--- src/sv/pgrs_pkg.sv ---
// Shared types and constants for the PCM gain ramp with saturation block.
// No dependencies; every other file imports this package.
package pgrs_pkg;

  localparam int SAMPLE_W       = 16;
  localparam int GAIN_W         = 16;
  localparam int GAIN_FRAC_BITS = 12;
  localparam int STEP_FRAC_BITS = 15;
  localparam int STEP_W         = 32;
  localparam int POS_W          = 15;
  localparam int CH_CFG_W       = 4;
  localparam int SPC_W          = 13;
  localparam int CFG_DATA_W     = 13;
  localparam int CFG_INDEX_W    = 1;
  localparam int QUO_W          = GAIN_W + STEP_FRAC_BITS;
  localparam int ACC_W          = 48;
  localparam int HALF_W         = ACC_W / 2;
  localparam int PROD_W         = SAMPLE_W + ACC_W;
  localparam int THRESH_W       = 36;

  localparam logic [GAIN_W-1:0]   UNITY_GAIN = GAIN_W'(1 << GAIN_FRAC_BITS);
  localparam logic [THRESH_W-1:0] STEP_LIMIT = THRESH_W'(1000000);
  localparam logic [PROD_W-1:0]   ROUND_HALF = PROD_W'(1 << (GAIN_FRAC_BITS - 1));
  localparam logic signed [SAMPLE_W-1:0] SAT_MAX = 16'sh7FFF;
  localparam logic signed [SAMPLE_W-1:0] SAT_MIN = 16'sh8000;

  localparam logic [CH_CFG_W-1:0] CH_RESET  = CH_CFG_W'(2);
  localparam logic [SPC_W-1:0]    SPC_RESET = SPC_W'(1024);

  typedef enum logic [CFG_INDEX_W-1:0] {
    REG_CHANNEL_COUNT       = 1'b0,
    REG_SAMPLES_PER_CHANNEL = 1'b1
  } cfg_reg_t;

  typedef enum logic [1:0] {
    MODE_PASS  = 2'd0,
    MODE_CONST = 2'd1,
    MODE_RAMP  = 2'd2
  } mode_t;

  typedef struct packed {
    logic signed [SAMPLE_W-1:0] sample;
    mode_t                      mode;
    logic [GAIN_W-1:0]          base_gain;
    logic signed [STEP_W-1:0]   gain_step;
    logic [POS_W-1:0]           pos_plus1;
  } job_t;

endpackage

--- src/sv/pgrs_if.sv ---
// Sample and result channel interfaces with valid/ready handshake.
// Depends on pgrs_pkg for field widths.
interface pgrs_sample_if;
  import pgrs_pkg::*;
  logic                       valid;
  logic                       ready;
  logic signed [SAMPLE_W-1:0] sample;
  logic                       frame_start;
  logic [GAIN_W-1:0]          start_gain;
  logic [GAIN_W-1:0]          end_gain;

  modport source (output valid, sample, frame_start, start_gain, end_gain, input ready);
  modport sink   (input valid, sample, frame_start, start_gain, end_gain, output ready);
endinterface

interface pgrs_result_if;
  import pgrs_pkg::*;
  logic                       valid;
  logic                       ready;
  logic signed [SAMPLE_W-1:0] scaled_sample;
  logic                       clipped;

  modport source (output valid, scaled_sample, clipped, input ready);
  modport sink   (input valid, scaled_sample, clipped, output ready);
endinterface

--- src/sv/pcm_gain_ramp_saturate_top.sv ---
// Top level of the PCM gain ramp with saturation block: configuration
// registers, front end, job queue and back end. Uses pgrs_pkg, pgrs_if.
//
// Usage:
//   samples carries one interleaved PCM word per handshake; frame_start marks
//   the first word of a frame, and start_gain/end_gain (Q4.12) are read then.
//   results returns one scaled, saturated word per accepted word, in order,
//   with clipped set when the value was limited to the 16-bit range.
//   cfg_we/cfg_index/cfg_wdata write channel_count (index 0) and
//   samples_per_channel (index 1); write them only while the block is idle.
// Processing:
//   An accepted word passes through the front end, the job queue and the
//   back end, which works on one word at a time (gain, magnitude, multiply,
//   round/saturate) and takes no new job until its result is loaded. A frame
//   start that opens a ramp also waits in the front-end step divider.
// Reset and stall:
//   Reset sets channel_count to 2, samples_per_channel to 1024, clears all
//   counters and selects pass-through until the first frame start.
//   When results stalls, the output register holds its word, the two-entry
//   job queue fills, and samples.ready drops once the front end is blocked.
module pcm_gain_ramp_saturate_top #(
  parameter int MAX_CHANNELS      = 8,
  parameter int MAX_FRAME_SAMPLES = 4096
) (
  input  logic                             clk,
  input  logic                             rst,
  input  logic                             cfg_we,
  input  logic [pgrs_pkg::CFG_INDEX_W-1:0] cfg_index,
  input  logic [pgrs_pkg::CFG_DATA_W-1:0]  cfg_wdata,
  pgrs_sample_if.sink                      samples,
  pgrs_result_if.source                    results
);
  import pgrs_pkg::*;

  logic [CH_CFG_W-1:0] channel_count;
  logic [SPC_W-1:0]    samples_per_channel;
  job_t                front_job;
  logic                front_valid;
  logic                front_ready;
  job_t                queue_job;
  logic                queue_valid;
  logic                queue_ready;

  always_ff @(posedge clk) begin
    if (rst) begin
      channel_count       <= CH_RESET;
      samples_per_channel <= SPC_RESET;
    end else if (cfg_we) begin
      case (cfg_index)
        REG_CHANNEL_COUNT:       channel_count       <= cfg_wdata[CH_CFG_W-1:0];
        REG_SAMPLES_PER_CHANNEL: samples_per_channel <= cfg_wdata[SPC_W-1:0];
        default: ;
      endcase
    end
  end

  pgrs_front #(
    .MAX_CHANNELS      (MAX_CHANNELS),
    .MAX_FRAME_SAMPLES (MAX_FRAME_SAMPLES)
  ) u_front (
    .clk                 (clk),
    .rst                 (rst),
    .channel_count       (channel_count),
    .samples_per_channel (samples_per_channel),
    .samples             (samples),
    .job                 (front_job),
    .job_valid           (front_valid),
    .job_ready           (front_ready)
  );

  pgrs_queue u_queue (
    .clk      (clk),
    .rst      (rst),
    .wr_job   (front_job),
    .wr_valid (front_valid),
    .wr_ready (front_ready),
    .rd_job   (queue_job),
    .rd_valid (queue_valid),
    .rd_ready (queue_ready)
  );

  pgrs_back u_back (
    .clk       (clk),
    .rst       (rst),
    .job       (queue_job),
    .job_valid (queue_valid),
    .job_ready (queue_ready),
    .results   (results)
  );

endmodule

--- src/sv/pgrs_div.sv ---
// Restoring divider, one quotient bit per cycle, for the ramp step.
// Depends on pgrs_pkg.
module pgrs_div (
  input  logic                       clk,
  input  logic                       rst,
  input  logic                       start,
  input  logic [pgrs_pkg::QUO_W-1:0] dividend,
  input  logic [pgrs_pkg::SPC_W-1:0] divisor,
  output logic                       done,
  output logic [pgrs_pkg::QUO_W-1:0] quotient
);
  import pgrs_pkg::*;

  localparam int CNT_W = $clog2(QUO_W);

  logic             busy;
  logic [CNT_W-1:0] count;
  logic [QUO_W-1:0] num;
  logic [SPC_W-1:0] rem;
  logic [SPC_W-1:0] dvs;
  logic [SPC_W:0]   trial;
  logic             fits;
  logic [SPC_W-1:0] rem_next;

  assign trial    = {rem, num[QUO_W-1]};
  assign fits     = trial >= {1'b0, dvs};
  assign rem_next = fits ? SPC_W'(trial - {1'b0, dvs}) : SPC_W'(trial);

  always_ff @(posedge clk) begin
    if (rst) begin
      busy  <= 1'b0;
      done  <= 1'b0;
      count <= '0;
    end else begin
      done <= !start && busy && (count == '0);
      if (start) begin
        busy     <= 1'b1;
        count    <= CNT_W'(QUO_W - 1);
        num      <= dividend;
        rem      <= '0;
        dvs      <= divisor;
        quotient <= '0;
      end else if (busy) begin
        rem      <= rem_next;
        num      <= {num[QUO_W-2:0], 1'b0};
        quotient <= {quotient[QUO_W-2:0], fits};
        count    <= count - CNT_W'(1);
        if (count == '0) begin
          busy <= 1'b0;
        end
      end
    end
  end

endmodule

--- src/sv/pgrs_front.sv ---
// Front end: accepts sample words, latches frame gains, picks the mode,
// tracks channel and position counters and issues jobs. Uses pgrs_pkg, pgrs_div.
module pgrs_front #(
  parameter int MAX_CHANNELS      = 8,
  parameter int MAX_FRAME_SAMPLES = 4096
) (
  input  logic                          clk,
  input  logic                          rst,
  input  logic [pgrs_pkg::CH_CFG_W-1:0] channel_count,
  input  logic [pgrs_pkg::SPC_W-1:0]    samples_per_channel,
  pgrs_sample_if.sink                   samples,
  output pgrs_pkg::job_t                job,
  output logic                          job_valid,
  input  logic                          job_ready
);
  import pgrs_pkg::*;

  localparam int PW = $clog2(MAX_FRAME_SAMPLES);
  localparam int CW = $clog2(MAX_CHANNELS + 1);

  typedef enum logic [1:0] {S_IDLE, S_DIV, S_ISSUE, S_PUSH} state_t;

  state_t                     state;
  mode_t                      mode;
  logic [GAIN_W-1:0]          base_gain;
  logic signed [STEP_W-1:0]   gain_step;
  logic [PW-1:0]              position;
  logic [CW-1:0]              chan;
  logic signed [SAMPLE_W-1:0] held;
  logic                       step_neg;

  logic [4:0]                 ch_eff;
  logic [SPC_W-1:0]           spc_eff;
  logic signed [GAIN_W:0]     diff;
  logic [GAIN_W-1:0]          adiff;
  logic                       below;
  logic [CW:0]                chan_inc;
  logic [PW:0]                pos_inc;
  logic                       accept;
  logic                       div_start;
  logic                       div_done;
  logic [QUO_W-1:0]           quotient;
  logic signed [STEP_W-1:0]   step_mag;

  always_comb begin
    if (channel_count == '0) begin
      ch_eff = 5'd1;
    end else if ({1'b0, channel_count} > 5'(MAX_CHANNELS)) begin
      ch_eff = 5'(MAX_CHANNELS);
    end else begin
      ch_eff = {1'b0, channel_count};
    end
  end

  always_comb begin
    if (samples_per_channel == '0) begin
      spc_eff = SPC_W'(1);
    end else if (16'(samples_per_channel) > 16'(MAX_FRAME_SAMPLES)) begin
      spc_eff = SPC_W'(MAX_FRAME_SAMPLES);
    end else begin
      spc_eff = samples_per_channel;
    end
  end

  assign diff     = $signed({1'b0, samples.end_gain}) - $signed({1'b0, samples.start_gain});
  assign adiff    = diff[GAIN_W] ? GAIN_W'(-diff) : diff[GAIN_W-1:0];
  assign below    = (THRESH_W'(adiff) * STEP_LIMIT) < (THRESH_W'(spc_eff) << GAIN_FRAC_BITS);
  assign chan_inc = (CW + 1)'(chan) + (CW + 1)'(1);
  assign pos_inc  = (PW + 1)'(position) + (PW + 1)'(1);
  assign step_mag = $signed({1'b0, quotient});

  assign samples.ready = (state == S_IDLE);
  assign accept        = samples.valid && samples.ready;
  assign div_start     = accept && samples.frame_start && (diff != '0) && !below;
  assign job_valid     = (state == S_PUSH);

  pgrs_div u_div (
    .clk      (clk),
    .rst      (rst),
    .start    (div_start),
    .dividend ({adiff, {STEP_FRAC_BITS{1'b0}}}),
    .divisor  (spc_eff),
    .done     (div_done),
    .quotient (quotient)
  );

  always_ff @(posedge clk) begin
    if (rst) begin
      state     <= S_IDLE;
      mode      <= MODE_PASS;
      base_gain <= '0;
      gain_step <= '0;
      position  <= '0;
      chan      <= '0;
    end else begin
      case (state)
        S_IDLE: begin
          if (accept) begin
            held     <= samples.sample;
            step_neg <= diff[GAIN_W];
            state    <= div_start ? S_DIV : S_ISSUE;
            if (samples.frame_start) begin
              position  <= '0;
              chan      <= '0;
              gain_step <= '0;
              if (diff == '0) begin
                base_gain <= samples.start_gain;
                mode      <= (samples.start_gain == UNITY_GAIN) ? MODE_PASS : MODE_CONST;
              end else if (below) begin
                base_gain <= samples.end_gain;
                mode      <= (samples.end_gain == UNITY_GAIN) ? MODE_PASS : MODE_CONST;
              end else begin
                base_gain <= samples.start_gain;
                mode      <= MODE_RAMP;
              end
            end
          end
        end
        S_DIV: begin
          if (div_done) begin
            gain_step <= step_neg ? -step_mag : step_mag;
            state     <= S_ISSUE;
          end
        end
        S_ISSUE: begin
          job.sample    <= held;
          job.mode      <= mode;
          job.base_gain <= base_gain;
          job.gain_step <= gain_step;
          job.pos_plus1 <= POS_W'(pos_inc);
          if (mode == MODE_CONST || mode == MODE_RAMP) begin
            if (5'(chan_inc) >= ch_eff) begin
              chan <= '0;
              if (16'(pos_inc) >= 16'(spc_eff)) begin
                position <= '0;
                mode     <= MODE_PASS;
              end else begin
                position <= PW'(pos_inc);
              end
            end else begin
              chan <= CW'(chan_inc);
            end
          end
          state <= S_PUSH;
        end
        S_PUSH: begin
          if (job_ready) begin
            state <= S_IDLE;
          end
        end
        default: state <= S_IDLE;
      endcase
    end
  end

endmodule

--- src/sv/pgrs_queue.sv ---
// Two-entry job queue between the front end and the back end.
// Depends on pgrs_pkg for the job type.
module pgrs_queue (
  input  logic           clk,
  input  logic           rst,
  input  pgrs_pkg::job_t wr_job,
  input  logic           wr_valid,
  output logic           wr_ready,
  output pgrs_pkg::job_t rd_job,
  output logic           rd_valid,
  input  logic           rd_ready
);
  import pgrs_pkg::*;

  localparam int DEPTH = 2;
  localparam int AW    = $clog2(DEPTH);

  job_t          entries [DEPTH];
  logic [AW-1:0] wr_ptr;
  logic [AW-1:0] rd_ptr;
  logic [AW:0]   count;
  logic          push;
  logic          pop;

  assign wr_ready = (count != (AW + 1)'(DEPTH));
  assign rd_valid = (count != '0);
  assign rd_job   = entries[rd_ptr];
  assign push     = wr_valid && wr_ready;
  assign pop      = rd_valid && rd_ready;

  always_ff @(posedge clk) begin
    if (push) begin
      entries[wr_ptr] <= wr_job;
    end
  end

  always_ff @(posedge clk) begin
    if (rst) begin
      wr_ptr <= '0;
      rd_ptr <= '0;
      count  <= '0;
    end else begin
      if (push) begin
        wr_ptr <= wr_ptr + AW'(1);
      end
      if (pop) begin
        rd_ptr <= rd_ptr + AW'(1);
      end
      count <= count + (AW + 1)'(push) - (AW + 1)'(pop);
    end
  end

endmodule

--- src/sv/pgrs_back.sv ---
// Back end: constant or ramp gain, magnitude multiply, rounding for
// constant gain, saturation, output register. Uses pgrs_pkg and pgrs_if.
module pgrs_back (
  input  logic           clk,
  input  logic           rst,
  input  pgrs_pkg::job_t job,
  input  logic           job_valid,
  output logic           job_ready,
  pgrs_result_if.source  results
);
  import pgrs_pkg::*;

  localparam int QW  = PROD_W - GAIN_FRAC_BITS - STEP_FRAC_BITS;
  localparam int PLW = SAMPLE_W + HALF_W;

  typedef enum logic [2:0] {S_IDLE, S_ACC, S_MAG, S_MUL, S_FIN} state_t;

  state_t                     state;
  job_t                       cur;
  logic signed [ACC_W-1:0]    acc;
  logic [ACC_W-1:0]           mag;
  logic                       neg;
  logic [SAMPLE_W-1:0]        mag_s;
  logic [PLW-1:0]             prod_lo;
  logic [PLW-1:0]             prod_hi;
  logic                       out_valid;
  logic signed [SAMPLE_W-1:0] out_sample;
  logic                       out_clip;

  logic signed [POS_W:0]      pos_s;
  logic signed [ACC_W-1:0]    step_term;
  logic signed [ACC_W-1:0]    base_term;
  logic signed [ACC_W-1:0]    acc_next;
  logic [ACC_W-1:0]           acc_mag;
  logic [SAMPLE_W-1:0]        sample_mag;
  logic [PROD_W-1:0]          prod_sum;
  logic [PROD_W-1:0]          rounded;
  logic [QW-1:0]              qmag;
  logic signed [SAMPLE_W-1:0] res_sample;
  logic                       res_clip;
  logic                       out_load;

  assign pos_s      = $signed({1'b0, cur.pos_plus1});
  assign step_term  = pos_s * cur.gain_step;
  assign base_term  = $signed({{(ACC_W - GAIN_W - STEP_FRAC_BITS){1'b0}}, cur.base_gain,
                               {STEP_FRAC_BITS{1'b0}}});
  assign acc_next   = base_term + step_term;
  assign acc_mag    = acc[ACC_W-1] ? ACC_W'(-acc) : acc;
  assign sample_mag = SAMPLE_W'(-cur.sample);
  assign prod_sum   = PROD_W'(prod_lo) + {prod_hi, {HALF_W{1'b0}}};
  assign rounded    = prod_sum + ROUND_HALF;

  always_comb begin
    if (cur.mode == MODE_RAMP) begin
      qmag = prod_sum[PROD_W-1 -: QW];
    end else begin
      qmag = rounded[GAIN_FRAC_BITS +: QW];
    end
  end

  always_comb begin
    res_sample = cur.sample;
    res_clip   = 1'b0;
    case (cur.mode)
      MODE_CONST, MODE_RAMP: begin
        if (neg) begin
          if (qmag > QW'(32768)) begin
            res_sample = SAT_MIN;
            res_clip   = 1'b1;
          end else begin
            res_sample = SAMPLE_W'(QW'(0) - qmag);
          end
        end else begin
          if (qmag > QW'(32767)) begin
            res_sample = SAT_MAX;
            res_clip   = 1'b1;
          end else begin
            res_sample = qmag[SAMPLE_W-1:0];
          end
        end
      end
      default: begin
        res_sample = cur.sample;
        res_clip   = 1'b0;
      end
    endcase
  end

  assign job_ready             = (state == S_IDLE);
  assign out_load              = (state == S_FIN) && (!out_valid || results.ready);
  assign results.valid         = out_valid;
  assign results.scaled_sample = out_sample;
  assign results.clipped       = out_clip;

  always_ff @(posedge clk) begin
    if (rst) begin
      state     <= S_IDLE;
      out_valid <= 1'b0;
    end else begin
      if (out_load) begin
        out_valid <= 1'b1;
      end else if (results.valid && results.ready) begin
        out_valid <= 1'b0;
      end
      case (state)
        S_IDLE: begin
          if (job_valid) begin
            cur   <= job;
            state <= S_ACC;
          end
        end
        S_ACC: begin
          acc   <= acc_next;
          state <= S_MAG;
        end
        S_MAG: begin
          mag_s <= cur.sample[SAMPLE_W-1] ? sample_mag : cur.sample;
          if (cur.mode == MODE_RAMP) begin
            mag <= acc_mag;
            neg <= cur.sample[SAMPLE_W-1] ^ acc[ACC_W-1];
          end else begin
            mag <= ACC_W'(cur.base_gain);
            neg <= cur.sample[SAMPLE_W-1];
          end
          state <= S_MUL;
        end
        S_MUL: begin
          prod_lo <= mag_s * mag[HALF_W-1:0];
          prod_hi <= mag_s * mag[ACC_W-1:HALF_W];
          state   <= S_FIN;
        end
        S_FIN: begin
          if (out_load) begin
            out_sample <= res_sample;
            out_clip   <= res_clip;
            state      <= S_IDLE;
          end
        end
        default: state <= S_IDLE;
      endcase
    end
  end

endmodule

--- src/flat_wrapper.sv ---
// flat-port wrapper written by rule: the top's interface ports become plain ports
module pcm_gain_ramp_saturate_top_flat import pgrs_pkg::*;
#(
  parameter int MAX_CHANNELS      = 8,
  parameter int MAX_FRAME_SAMPLES = 4096
)
  (clk, rst, cfg_we, cfg_index, cfg_wdata, samples_valid, samples_sample, samples_frame_start, samples_start_gain, samples_end_gain, samples_ready, results_valid, results_scaled_sample, results_clipped, results_ready);
  pgrs_sample_if samples_i ();
  pgrs_result_if results_i ();
  input  logic clk;
  input  logic rst;
  input  logic cfg_we;
  input  logic [pgrs_pkg::CFG_INDEX_W-1:0] cfg_index;
  input  logic [pgrs_pkg::CFG_DATA_W-1:0] cfg_wdata;
  input wire logic [$bits(samples_i.valid)-1:0] samples_valid;
  input wire logic [$bits(samples_i.sample)-1:0] samples_sample;
  input wire logic [$bits(samples_i.frame_start)-1:0] samples_frame_start;
  input wire logic [$bits(samples_i.start_gain)-1:0] samples_start_gain;
  input wire logic [$bits(samples_i.end_gain)-1:0] samples_end_gain;
  output wire logic [$bits(samples_i.ready)-1:0] samples_ready;
  output wire logic [$bits(results_i.valid)-1:0] results_valid;
  output wire logic [$bits(results_i.scaled_sample)-1:0] results_scaled_sample;
  output wire logic [$bits(results_i.clipped)-1:0] results_clipped;
  input wire logic [$bits(results_i.ready)-1:0] results_ready;
  assign samples_i.valid = samples_valid;
  assign samples_i.sample = samples_sample;
  assign samples_i.frame_start = samples_frame_start;
  assign samples_i.start_gain = samples_start_gain;
  assign samples_i.end_gain = samples_end_gain;
  assign samples_ready = samples_i.ready;
  assign results_valid = results_i.valid;
  assign results_scaled_sample = results_i.scaled_sample;
  assign results_clipped = results_i.clipped;
  assign results_i.ready = results_ready;
  pcm_gain_ramp_saturate_top #(.MAX_CHANNELS(MAX_CHANNELS), .MAX_FRAME_SAMPLES(MAX_FRAME_SAMPLES)) u_core (.clk(clk), .rst(rst), .cfg_we(cfg_we), .cfg_index(cfg_index), .cfg_wdata(cfg_wdata), .samples(samples_i), .results(results_i));
endmodule
--- config.mk ---
export PLATFORM = sky130hd
export DESIGN_NAME = pcm_gain_ramp_saturate_top_flat
export DESIGN_NICKNAME = d
export VERILOG_FILES = /design/src/sv/pgrs_pkg.sv /design/src/sv/pgrs_if.sv /design/src/sv/pcm_gain_ramp_saturate_top.sv /design/src/sv/pgrs_div.sv /design/src/sv/pgrs_front.sv /design/src/sv/pgrs_queue.sv /design/src/sv/pgrs_back.sv /design/src/flat_wrapper.sv
export SDC_FILE = /design/constraint.sdc
export NUM_CORES = 2
export LEC_CHECK = 0
export BUFFER_PORTS_ARGS = -buffer_cell sky130_fd_sc_hd__buf_2
export CAP_MARGIN = 40
export CORE_UTILIZATION = 50
export DETAILED_ROUTE_END_ITERATION = 12
export PLACE_DENSITY = 0.66
export SLEW_MARGIN = 0
export SYNTH_ARGS = -nofsm -noshare
export SYNTH_HDL_FRONTEND = slang
export SYNTH_SLANG_ARGS = --single-unit
export TNS_END_PERCENT = 5
--- constraint.sdc ---
create_clock -name clk -period 23.9 [get_ports clk]
set_input_delay 0 -clock clk [delete_from_list [all_inputs] [get_ports clk]]
set_output_delay 0 -clock clk [all_outputs]
set_load 0.02 [all_outputs]
# Word level (Yosys, flattened, before mapping)
# Memory sizes are Yosys's and may differ from the RTL's. A register that Yosys moved wholly into a read port is not among the register bits.
# Index checks and enable logic that the tools add are counted.
[op_classes]
n_addsub = 17
n_mul = 4
div_mod_pow = 0
n_lt_le_gt_ge = 8
n_eq_ne = 23
shifts = 0
muxes = 67
bitwise_logic = 3
n_reduce_logical = 48
[ops]
columns = ["op", "count"]
rows = [
  ["16-bit 2-to-1 mux", 8],
  ["32-bit 2-to-1 mux", 4],
  ["31-bit 2-to-1 mux", 3],
  ["16-bit by 24-bit multiplier with 40-bit output", 2],
  ["40-bit by 64-bit adder with 64-bit output", 1],
  ["32-bit case mux with 2 select lines", 1],
  ["12-bit 2-to-1 mux", 5],
  ["13-bit 2-to-1 mux", 4],
  ["49-bit by 12-bit adder with 49-bit output, second input constant", 1],
  ["32-bit by 48-bit adder with 48-bit output", 1],
  ["16-bit by 32-bit multiplier with 48-bit output", 1],
  ["48-bit negator", 1],
  ["47-bit 2-to-1 mux", 1],
  ["37-bit by 15-bit greater-than comparator with 1-bit output, second input constant", 1],
  ["37-bit by 16-bit greater-than comparator with 1-bit output, second input constant", 1],
  ["37-bit 2-to-1 mux", 1],
  ["36-bit by 25-bit < comparator with 1-bit output", 1],
  ["16-bit by 13-bit equality test with 1-bit output, second input constant", 2],
  ["16-bit negator", 2],
  ["31-bit negator with 32-bit output", 1],
  ["16-bit by 14-bit multiplier with 30-bit output, second input constant", 1],
  ["12-bit case mux with 2 select lines", 1],
  ["2-bit 2-to-1 mux", 11],
  ["4-bit 2-to-1 mux", 5],
  ["48 further kinds", 110],
]
[word_totals]
regBits = 508
latchBits = 0
mem_bits_rw = 158
mem_bits_ro = 0
input_bits = 68
output_inout_bits = 19
word_cells = 212
mem_count = 1
[memory_table]
columns = ["name", "depth", "word_bits", "rd", "rd_ports_with_merged_regs", "write_ports", "line", "text"]
rows = [
  ["u_core.u_queue.entries", 2, 79, 1, 1, 1, "pgrs_queue.sv:18", "job_t entries [DEPTH];"],
]

# Depth between registers and ports, before layout
[depth]
word_depth = 10
depth_mapped = 41
ltp_nobuf = 39

# Modules after synthesis
# Synthesis repeated with hierarchy kept, for this count alone.
[unflattened]
hier_cells = 7904
area_unflattened_um2 = 79223.5
[by_module_without_submodules]
columns = ["mod", "instances", "cells_per_inst", "area_each_um2", "seq_area_each_um2"]
rows = [
  ["pgrs_back", 1, 5902, 55243.0, 8488.1],
  ["pgrs_front", 1, 1317, 12713.4, 4244.1],
  ["pgrs_queue", 1, 281, 6099.6, 4964.8],
  ["pgrs_div", 1, 329, 4401.7, 2782.7],
  ["pcm_gain_ramp_saturate_top", 1, 75, 765.7, 340.3],
]

# Least setup slack after synthesis
# OpenSTA, ideal clock, no wires.
[synth_timing]
kind = "in2reg"
from = "in samples_end_gain[0]"
to = "reg u_core.u_front.u_div.num[15], enable pin"
setup_ns = 0.497
arrival_time_ns = 10.699
required_time_ns = 23.403
setup_slack_ns = 12.704
cell_stages = 41
path_buffers = 2
path_cell_list = "inv_1 > ha_1 > fa_1 > nor2b_1 > o31a_1 > o21ai_2 > a21oi_2 > or2_2 > clkbuf_1 > clkinv_1 > o21ai_0 > xnor2_1 > ha_1 > ha_1 > inv_1 > fa_1 > fa_1 > inv_1 > [5 not listed] > a21oi_1 > and2_1 > a22o_1 > a21oi_1 > a21oi_1 > o21ai_0 > a21oi_1 > xnor2_1 > ha_1 > nand4_1 > nor4_1 > nand2_1 > nand3b_1 > or4_4 > or3_1 > nand2_2 > buf_2 > a21oi_1"
[synth_via]
word_cells_on_any_way = 11
cone_classes = "add/sub (2); mul (1); order compare (1); mux (1); reduce/logical (6)"
[synth_lines]
columns = ["item", "line", "text"]
rows = [
  ["from (decl)", "flat_wrapper.sv:19", "input wire logic [$bits(samples_i.end_gain)-1:0] samples_end_gain;"],
  ["16-bit by 16-bit subtractor with 17-bit output *", "pgrs_front.sv:65", "assign diff = $signed({1'b0, samples.end_gain}) - $signed({1'b0, samples.start_gain});"],
  ["via u_core.u_front.diff[16]", "pgrs_front.sv:34", "logic signed [GAIN_W:0] diff;"],
  ["16-bit 2-to-1 mux", "pgrs_front.sv:66", "assign adiff = diff[GAIN_W] ? GAIN_W'(-diff) : diff[GAIN_W-1:0];"],
  ["16-bit by 14-bit multiplier with 30-bit output", "pgrs_front.sv:67", "assign below = (THRESH_W'(adiff) * STEP_LIMIT) < (THRESH_W'(spc_eff) << GAIN_FRAC_BITS);"],
  ["36-bit by 25-bit < comparator with 1-bit output", "pgrs_front.sv:67", ""],
  ["1-bit logical NOT", "pgrs_front.sv:74", "assign div_start = accept && samples.frame_start && (diff != '0) && !below;"],
  ["1-bit logical AND *", "pgrs_front.sv:74", ""],
  ["2-bit nonzero test (no line) *", "-", ""],
  ["2-bit AND reduction (no line) *", "-", ""],
  ["to (signal assigned)", "pgrs_div.sv:39", "num <= dividend;"],
  ["to (signal assigned)", "pgrs_div.sv:45", "num <= {num[QUO_W-2:0], 1'b0};"],
  ["to (decl)", "pgrs_div.sv:18", "logic [QUO_W-1:0] num;"],
]
# Mark *: on every way through the listed nets, which the timed path passes. The rest lies on a longest branch.
# A chain may end at the register's enable or synchronous reset.

# Worst setup path in the final report
[layout_timing]
from = "in samples_end_gain[0]"
to = "reg u_core.u_front.u_div.num[18], enable pin"
# The elaborated chain is that of the path after synthesis.

==> results_dict.tcl <==
set metrics [dict create \
    syn-instance-count 7387 \
    antenna_found_initial 2 \
    drt_pre_antenna_iters 6 \
    port_buffers 86 \
    slowest_delay_ns 0.62 \
    synthToLayoutAreaGrowth_pct 8.56 \
    grt-ovfl-total 0 \
    synthArstFlopShare 0 \
    mappedNetlistArea_mm2 0.0742 \
    tightest_slew_ns 0.958 \
    rows 141 \
    route.detailed.drc 0 \
    crit_required_ns 24.25 \
    cts_resized 0 \
    pin_count 87 \
    yosysUniqueCellTypes 99 \
    fmax_mhz 93.1 \
    startpoint "samples_end_gain[0]" \
    drive_gt1_frac 0.0615 \
    nNetsFinal 9142 \
    initial_utilization 0.503 \
    rsz0062_at_grt "false" \
    clock_sinks 705 \
    reg2reg_slack_ns 15.16 \
    final_cell_mix "inv_1, fa_1, nand2_1" \
    fillers 13000 \
    dp.cells 9204 \
    dp_hpwl_mm 140 \
    ys.flop_type "edfxtp_1" \
    place_congestion 0.915 \
    status "finished, final reports clean" \
    cp_slowest_cell "or3_1" \
    critPathCaptureType "register" \
    ant_nets 0 \
    core_area_mm2 0.147 \
    cts_made_buffers 78 \
    seq_area_frac_synth 0.272 \
    cp.buffers_inverters 11 \
    cap_violations 0 \
    drt_iter0_drc 2973 \
    ys.warnings.count 0 \
    min-delay-start "samples_sample[8]" \
    fin_cells 9458 \
    clockBufferDepth 3 \
    grt_pass1_wl_mm 295 \
    multi_input_area_mm2 0.0478 \
    grt_pass1_vias 54400 \
    num_vias 51700 \
    dpl_cell_area_mm2 0.0768 \
    syn_nets 9065 \
    reg2regPathDepth 25 \
    crit_path_start_kind "primary input" \
    syn_area_per_cell_um2 10.1 \
    final.setup.tns_ns 0 \
    yosys-top-cells-area "fa_1, edfxtp_1, ha_1, inv_1, nand2_1" \
    cp_common_cell "ha_1" \
    antenna_cells 0 \
    critPathKind "primary input to register" \
    relSlewSlack 0.361 \
    regArea_mm2 0.0202 \
    die_x_um 387 \
    die_area_mm2 0.150 \
    ys_ff_latch 705 \
    clock_latency_ns 0.70 \
    arrival_ns 11.09 \
    timing.rr.end "u_core.u_back.prod_lo[39]" \
    route.detailed.wl_per_inst_um 19.4 \
    cts_root_buf "clkbuf_16" \
    fin_crit_ns 10.75 \
    cpLargestDelayFamily "adder cells" \
    viasPerCell 5.46 \
    grt.total_usage 0.249 \
    synth_top_area_frac 0.287 \
    path_max_fanout 60 \
    worstSetupEndpoint "u_core.u_front.u_div.num[18]" \
    wl_mm 183 \
    yosysTopAreaCell "fa_1" \
    cp.depth 44 \
    hold_viol 0 \
    design_area_mm2 0.0806 \
    hp-class "primary input to register" \
    ctsHtreeMaxLevel 3 \
    reg2reg_from "u_core.u_back.mag_s[6]" \
    path_clk_slew_ns 0.06 \
    finalClockSkew_ns 0.0513 \
    period_share 0.450 \
    cts_tree "built" \
    setup_violations 0 \
    slew_viol_final 0 \
    final_common_cell "inv_1" \
    grt_max_degree 66 \
    synth-edff-count 605 \
    die_y_um 387 \
]
-- final cells by class --
type | count | area share
Clock buffer | 102 | 0.0266
Clock inverter | 42 | 0.00632
Inverter | 1382 | 0.0644
Multi-Input combinational cell | 5005 | 0.593
Sequential cell | 705 | 0.250
Tap cell | 1930 | 0.0300
Timing Repair Buffer | 292 | 0.0295
-- worst min-delay path by stage --
stage | cells after the start | slack (ns) | to
floorplan | 0 | 0.1 | u_core.u_front.held[0]
global placement | 1 | 0.18 | u_core.u_front.held[0]
detailed placement | 1 | 0.18 | u_core.u_front.held[14]
CTS | 2 | 0.003 | u_core.u_front.held[8]
global route | 2 | 0.04 | u_core.u_front.held[5]
finish | 2 | 0.06 | u_core.u_front.held[8]
-- per-layer routing --
layer,GRT usage,vias up,wire length (um)
li1,-,23700,-
met1,0.319,26300,75700
met2,0.429,1411,90700
met3,0.0302,342,9230
met4,0.0984,0,7530
met5,0,-,0
-- through the flow --
step | hold WS (ns) | setup WS [ns] | utilization
2_1_floorplan | 0.0989 | 12.70 | -
3_3_place_gp | 0.177 | 12.84 | 0.519
3_5_place_dp | 0.179 | 13.03 | 0.521
4_1_cts | 0.00258 | 13.21 | 0.546
5_1_grt | 0.0442 | 12.43 | 0.546
6_report | 0.0560 | 13.15 | 0.546
-- synthesized netlist by cell type (all sizes together), types with 6 or more instances --
library cell	count
inv	1380
fa	1066
nand2	1019
edfxtp	605
ha	544
and2	436
clkbuf	274
nor2	269
a21oi	259
xnor2	191
o21ai	178
xor2	128
dfxtp	100
mux2	96
a21o	85
nand3	75
nor3	59
nor2b	49
nand4	40
a22oi	34
and3	33
nand2b	33
nor4	31
o31ai	31
or3	31
or4	31
a211oi	30
mux2i	29
o21a	27
buf	21
o21bai	17
a31oi	16
o41ai	15
o211ai	13
or2	13
a21boi	10
o2111ai	10
a2111oi	8
nor4b	8
o22ai	7
a211o	6
a221oi	6
o31a	6
-- timing repair --
| action | CTS | global route |
|---|---|---|
| endpoints found under the setup margin | 0 | 0 |
| setup buffers | 0 | 0 |
| hold buffers | 110 | 0 |
| hold endpoints to repair | 55 | 0 |
-- registers in the layout, summed over array words and instances (netlist names), 29 cells and up --
name	cells
u_core.u_front.gain_step	32
u_core.u_back.prod_lo	29
u_core.u_back.prod_hi	40
u_core.u_front.job	79
u_core.u_back.cur	63
u_core.u_back.acc	48
u_core.u_back.mag	48
u_core.u_queue.entries	158
u_core.u_front.u_div.quotient	31
-- logic make-up after synthesis --
group	after synthesis	synth area share
AOI/OAI and AO/OA	803	0.0695
DFF	705	0.272
buffers and inverters	1677	0.0855
adders and majority gates	1611	0.379
xor gates and xnor gates	319	0.0376
and+or+nand+nor	2147	0.138
muxes	125	0.0185
Power is not shown: default switching activity piles up to over one toggle a cycle in this logic, so the estimate is an artifact.
